--- src/rtl/interleaved_space_to_depth_core_assert.svh ---
// Assertion macros for the space-to-depth core.
// Each macro expects clk and rst_n in scope.
`ifndef INTERLEAVED_SPACE_TO_DEPTH_CORE_ASSERT_SVH
`define INTERLEAVED_SPACE_TO_DEPTH_CORE_ASSERT_SVH

`ifndef SYNTHESIS

// Same-cycle implication.
`define ISD_ASSERT_NOW(label, ante, cons) \
  label: assert property (@(posedge clk) disable iff (!rst_n) (ante) |-> (cons)) \
    else $error("isd assertion failed");

// Next-cycle implication.
`define ISD_ASSERT_NEXT(label, ante, cons) \
  label: assert property (@(posedge clk) disable iff (!rst_n) (ante) |=> (cons)) \
    else $error("isd assertion failed");

`else

`define ISD_ASSERT_NOW(label, ante, cons)
`define ISD_ASSERT_NEXT(label, ante, cons)

`endif

`endif

--- src/rtl/isd_pkg.sv ---
package isd_pkg;

  localparam int CFG_W  = 10;
  localparam int CHAN_W = 8;
  localparam int PIX_W  = 3 * CHAN_W;
  localparam int POS_W  = 8;

  localparam int MAX_WIDTH_DEF      = 512;
  localparam int MAX_HEIGHT_DEF     = 512;
  localparam int PIXEL_CHANNELS_DEF = 3;

  localparam logic [CFG_W-1:0] WIDTH_RST  = 10'd320;
  localparam logic [CFG_W-1:0] HEIGHT_RST = 10'd240;

  localparam logic REG_FRAME_WIDTH  = 1'b0;
  localparam logic REG_FRAME_HEIGHT = 1'b1;

  localparam logic [1:0] QUAD_TL = 2'd0;
  localparam logic [1:0] QUAD_BL = 2'd1;
  localparam logic [1:0] QUAD_TR = 2'd2;
  localparam logic [1:0] QUAD_BR = 2'd3;

  typedef logic [PIX_W-1:0] pix_t;

  // Per-pixel output metadata handed from the front end to the output stage.
  typedef struct packed {
    logic [POS_W-1:0] orow;
    logic [POS_W-1:0] ocol;
    logic             right;  // odd column: TR/BR pair
    logic             flast;  // last output pixel of frame
  } isd_meta_t;

endpackage

--- src/rtl/isd_out_stage.sv ---
module isd_out_stage (
  input  logic               clk,
  input  logic               rst_n,
  input  logic               load,
  input  isd_pkg::pix_t      above,
  input  isd_pkg::pix_t      cur,
  input  isd_pkg::isd_meta_t meta,
  output logic               ready,
  output logic               out_tvalid,
  input  logic               out_tready,
  output logic [39:0]        out_tdata,
  output logic [2:0]         out_tuser,
  output logic               out_tlast
);
  import isd_pkg::*;

  logic      valid_r, valid_nxt;
  logic      phase_r, phase_nxt;
  pix_t      above_r, cur_r;
  isd_meta_t meta_r;
  pix_t      sel;
  logic      beat;

  assign beat  = valid_r & out_tready;
  assign ready = ~valid_r | (out_tready & phase_r);

  always_comb begin
    valid_nxt = valid_r;
    phase_nxt = phase_r;
    if (load) begin
      valid_nxt = 1'b1;
      phase_nxt = 1'b0;
    end else if (beat) begin
      if (phase_r) begin
        valid_nxt = 1'b0;
      end else begin
        phase_nxt = 1'b1;
      end
    end
  end

  always_ff @(posedge clk) begin
    if (!rst_n) begin
      valid_r <= 1'b0;
      phase_r <= 1'b0;
    end else begin
      valid_r <= valid_nxt;
      phase_r <= phase_nxt;
    end
  end

  always_ff @(posedge clk) begin
    if (load) begin
      above_r <= above;
      cur_r   <= cur;
      meta_r  <= meta;
    end
  end

  assign sel = phase_r ? cur_r : above_r;

  always_comb begin
    out_tdata  = {meta_r.ocol, meta_r.orow, sel[7:0], sel[15:8], sel[23:16]};
    case ({meta_r.right, phase_r})
      2'b00:   out_tuser[1:0] = QUAD_TL;
      2'b01:   out_tuser[1:0] = QUAD_BL;
      2'b10:   out_tuser[1:0] = QUAD_TR;
      2'b11:   out_tuser[1:0] = QUAD_BR;
      default: out_tuser[1:0] = QUAD_TL;
    endcase
    out_tuser[2] = meta_r.right & phase_r;
    out_tlast    = meta_r.right & phase_r & meta_r.flast;
  end

  assign out_tvalid = valid_r;

endmodule

--- config.mk ---
export PLATFORM = sky130hd
export DESIGN_NAME = isd_out_stage
export DESIGN_NICKNAME = d
export VERILOG_FILES = /design/src/rtl/interleaved_space_to_depth_core_assert.svh /design/src/rtl/isd_pkg.sv /design/src/rtl/isd_out_stage.sv
export SDC_FILE = /design/constraint.sdc
export NUM_CORES = 1
export LEC_CHECK = 0
export BUFFER_PORTS_ARGS = -buffer_cell sky130_fd_sc_hd__buf_2
export CAP_MARGIN = 20
export CORE_MARGIN = 5
export CORE_UTILIZATION = 25
export CTS_CLUSTER_DIAMETER = 120
export CTS_CLUSTER_SIZE = 14
export DETAILED_ROUTE_END_ITERATION = 12
export PLACE_DENSITY = 0.49
export SYNTH_ARGS = -nofsm -noshare
export SYNTH_HDL_FRONTEND = slang
export SYNTH_SLANG_ARGS = --single-unit
export TNS_END_PERCENT = 1
--- constraint.sdc ---
create_clock -name clk -period 1.6 [get_ports clk]
set_input_delay 0.16 -clock clk [delete_from_list [all_inputs] [get_ports clk]]
set_output_delay 0.16 -clock clk [all_outputs]
set_load 0.02 [all_outputs]
After elaboration in Yosys (flattened, before gate mapping)

Cells that the tools add are included.

Shift-type cells: 0
Add/sub/neg operators: 0
Magnitude comparators: 0
Div/mod/pow operators: 0
Bitwise logic cells: 7
Muxes and demuxes: 5
Multipliers: 0
Reductions and logical operators: 5
Equal/unequal tests: 3

Operators with widths:

| kind               | number |
|---|---|
| $mux 24            | 1 |
| $pmux 2 s4         | 1 |
| $and 1x1->1        | 4 |
| $eq 2x2->1 const B | 2 |
| $reduce_bool 2->1  | 2 |
| $mux 1             | 3 |
| $eq 2x1->1 const B | 1 |
| $logic_not 2->1    | 1 |
| $not 1->1          | 2 |
| $reduce_and 2->1   | 1 |
| $reduce_or 2->1    | 1 |
| $or 1x1->1         | 1 |

Word-level logic and storage cells: 28
RAM bits: 0
Bits in latches: 0
Output and inout port bits: 46
Bits in read-only memories: 0
Input port bits: 70
Register bits: 68
Memories kept: 0

Depth between registers and ports, before layout

Word-level depth: 3
Gate-level depth with buffers: 4
Gate-level depth less buffers: 2

Worst setup path after synthesis

OpenSTA, ideal clock, no wires.

Path type: register to output
From: reg phase_r
To: out out_tdata[2]
Stages on the path, launching flop included: 4
Setup slack: 0.486 ns
Buffers on the path: 2
Arrival time: 0.954 ns
Cell sequence: dfxtp_1 > buf_6 > buf_6 > mux2_4

Longest elaborated chain between the ends: 1

RTL lines:

| what                   | line                | source |
|---|---|---|
| from (decl)            | isd_out_stage.sv:18 | `logic phase_r, phase_nxt;` |
| from (signal assigned) | isd_out_stage.sv:48 | `phase_r <= phase_nxt;` |
| $mux 24                | isd_out_stage.sv:60 | `assign sel = phase_r ? cur_r : above_r;` |
| to (decl)              | isd_out_stage.sv:11 | `output logic [39:0] out_tdata,` |

No other way between the ends.

Final worst setup path

From: reg phase_r
To: out out_tdata[12]

The elaborated chain is that of the path after synthesis.

==> metrics <==
status completed; final worst slack 62.46 ps; nets@finish 369; Initial Util 0.2568; Max-slew headroom 0.7451; portion of total power attributed to the clock network 0.359; crit path capture type primary output; Avg Inst Size Synth 20.67 µm²; clock sinks 68; fillers 939; final WL 5.893 mm; Layout area overhead 61.14%; startpoint types flip-flop; FMAX 0.6504 GHz; cells along the critical path buf_4 > mux2_2 > buf_2; sequential share of power 0.508; Synth cell types 15; post-synthesis compound-gate area fraction 0.006452; Die Y 110.4 µm; clk buf depth 2; CTS buffer count 9; pre-CTS setup slack 306.6 ps; IO Count 116; CP required 1440 ps; worst setup path class flip-flop to primary output; Placement Cell Area 3141 µm²; Synth Net Count 192; RSZ-0062 raised after global routing true; Yosys Warn Count 0; crit-path leading delay family flip-flops; DRC 0; largest net degree at the start of global routing 70; Final Wtd Congestion 0.7274; max-slew violation count 0; multiplexer area fraction after synthesis 0.1146; Crit path largest cell delay 380 ps; Root Driver clkbuf_8; commonest cells after routing, fill and taps aside buf_2, edfxtp_1, dlygate4sd3_1; Hold WS 64.38 ps; maximum VDD drop 0.4153 mV; Crit path arrival time 1380 ps; post-synthesis xor/xnor area fraction 0; core area 9819 µm²; commonest non-fill, non-tap cell in the layout buf_2; register bit count reported by yosys 68; Final Hold Fails 0; TritonCTS clock tree yes; Worst Path Buf+Inv 2; worst slew pin tran 382.3 ps; initial antenna violation count 0; fin crit period 1538 ps; Max Cap Violations 0; net switching power 945.7 µW; LEAKAGE 0.001676 µW; Worst-path clk slew 70 ps; Tightest Hold Check Type input port to flip-flop; register area 2026 µm²; CTS H-Tree Depth 3; first-pass GRT wire length 9.515 mm; Post-Synth Adder-Cell Area 0; Vias/cell 3.833; switching share of power 0.2244; Post-Synth Simple-Gate Area 0.01290; fin crit share 0.9610; post-synth top area cell edfxtp_1; die width 110.4 µm; Gate power share 0.133; largest fanout on the critical path 5; DR iter-0 viols 37; First-pass DRT Iterations 4; routed vias 1675; main combinational cell family by area after synthesis multiplexers; register area share after synthesis 0.8020; post-DP HPWL 3.712 mm; GRT Resource Usage Total 0.09935; Worst-Skew Late Latency 330 ps; vias in the first global route 1863; Final setup viols 0; largest cells by area after synthesis edfxtp_1, mux2_2, buf_4, mux2_4, dfxtp_1; fin util 0.4137; Worst Skew 0.2353 ps; Cells after Synth 122; post-route design area 4063 µm²; Antenna Violating Nets Remaining 0; row cnt 36; Ant. Diodes 0; proportion of layout cells with a drive suffix above 1 0.5329; GRT overflow 0; Worst path slowest cell dfxtp_4; post-synth top area share 0.7861; Cell Pwr Density 1037 nW/µm²; Die ar. 12190 µm²; Power Total 4215 µW; Int Pwr 3269 µW; Multi-input gate area 341.6 µm²; number of buffers added on ports 115; DR WL/cell 13.49 µm; synthesized area 2521 µm²
-- Yosys cell counts --
library cell and n:
buf_4 17, nand2_1 2, and2_1 1, o21ai_0 1, a21oi_1 1, mux2_4 5, mux2_2 19, clkbuf_1 2
inv_1 1, dfxtp_1 2, a31oi_1 1, and3_1 1, buf_6 2, nor3b_2 1, edfxtp_1 66
-- logic make-up after synthesis --
kind of cell / Yosys count
multiplexers: 24
flip-flops: 68
buffers and inverters: 22
AND/OR/NAND/NOR: 5
AO/OA/AOI/OAI: 3
-- per-stage QoR --
stage	std cells	setup TNS (ps)
global route	437	-31.83
CTS	436	0
finish	437	0
global placement	352	0
floorplan	122	0
detailed placement	352	0
-- cell type report --
cell class              instances  area share
repair buffers                187      0.3225
clock buffers                   9     0.03049
multi-input cells              32     0.08408
well taps                     133     0.04096
inverters                       1   0.0009239
clock inverters                 7     0.02248
flip-flops and latches         68      0.4986
-- sequential cells by signal (all words and copies together), names as in the netlist --
name        flops
out_tdata      16
above_r        24
meta_r          2
out_tvalid      1
cur_r          24
phase_r         1
-- final timing paths --
kind              start       endpoint  slack [ps]  cells past startpoint
max             phase_r  out_tdata[12]          60                      3
min          out_tready     out_tvalid          60                      2
max reg2reg     phase_r        phase_r         610                      4
min reg2reg  out_tvalid     out_tvalid         590                      2
-- metal layers --
| metal | up-vias | wire, µm | GRT usage |
|---|---|---|---|
| li1 | 801 | - | - |
| met1 | 768 | 2592 | 0.1246 |
| met2 | 92 | 2717 | 0.1517 |
| met3 | 14 | 462 | 0.03611 |
| met4 | 0 | 120 | 0.04762 |
| met5 | - | 0 | 0 |
-- timing repair --
item	in CTS	in global routing
setup buffers	2	0
setup endpoints to repair	20	6
endpoints found under the hold margin	65	1
gates cloned	1	0
hold buffers	65	1
gates resized for setup	7	1
-- power by group through the flow --
stage          logic (µW)  clock network, µW  registers [µW]
4_1_cts               563               1590            2140
3_5_place_dp          431                  0            2180
3_3_place_gp          428                  0            2180
5_1_grt               602               1660            2150
6_report              561               1510            2140
2_1_floorplan         253                  0            2170
No activity file was read; power rests on OpenSTA's default activity.
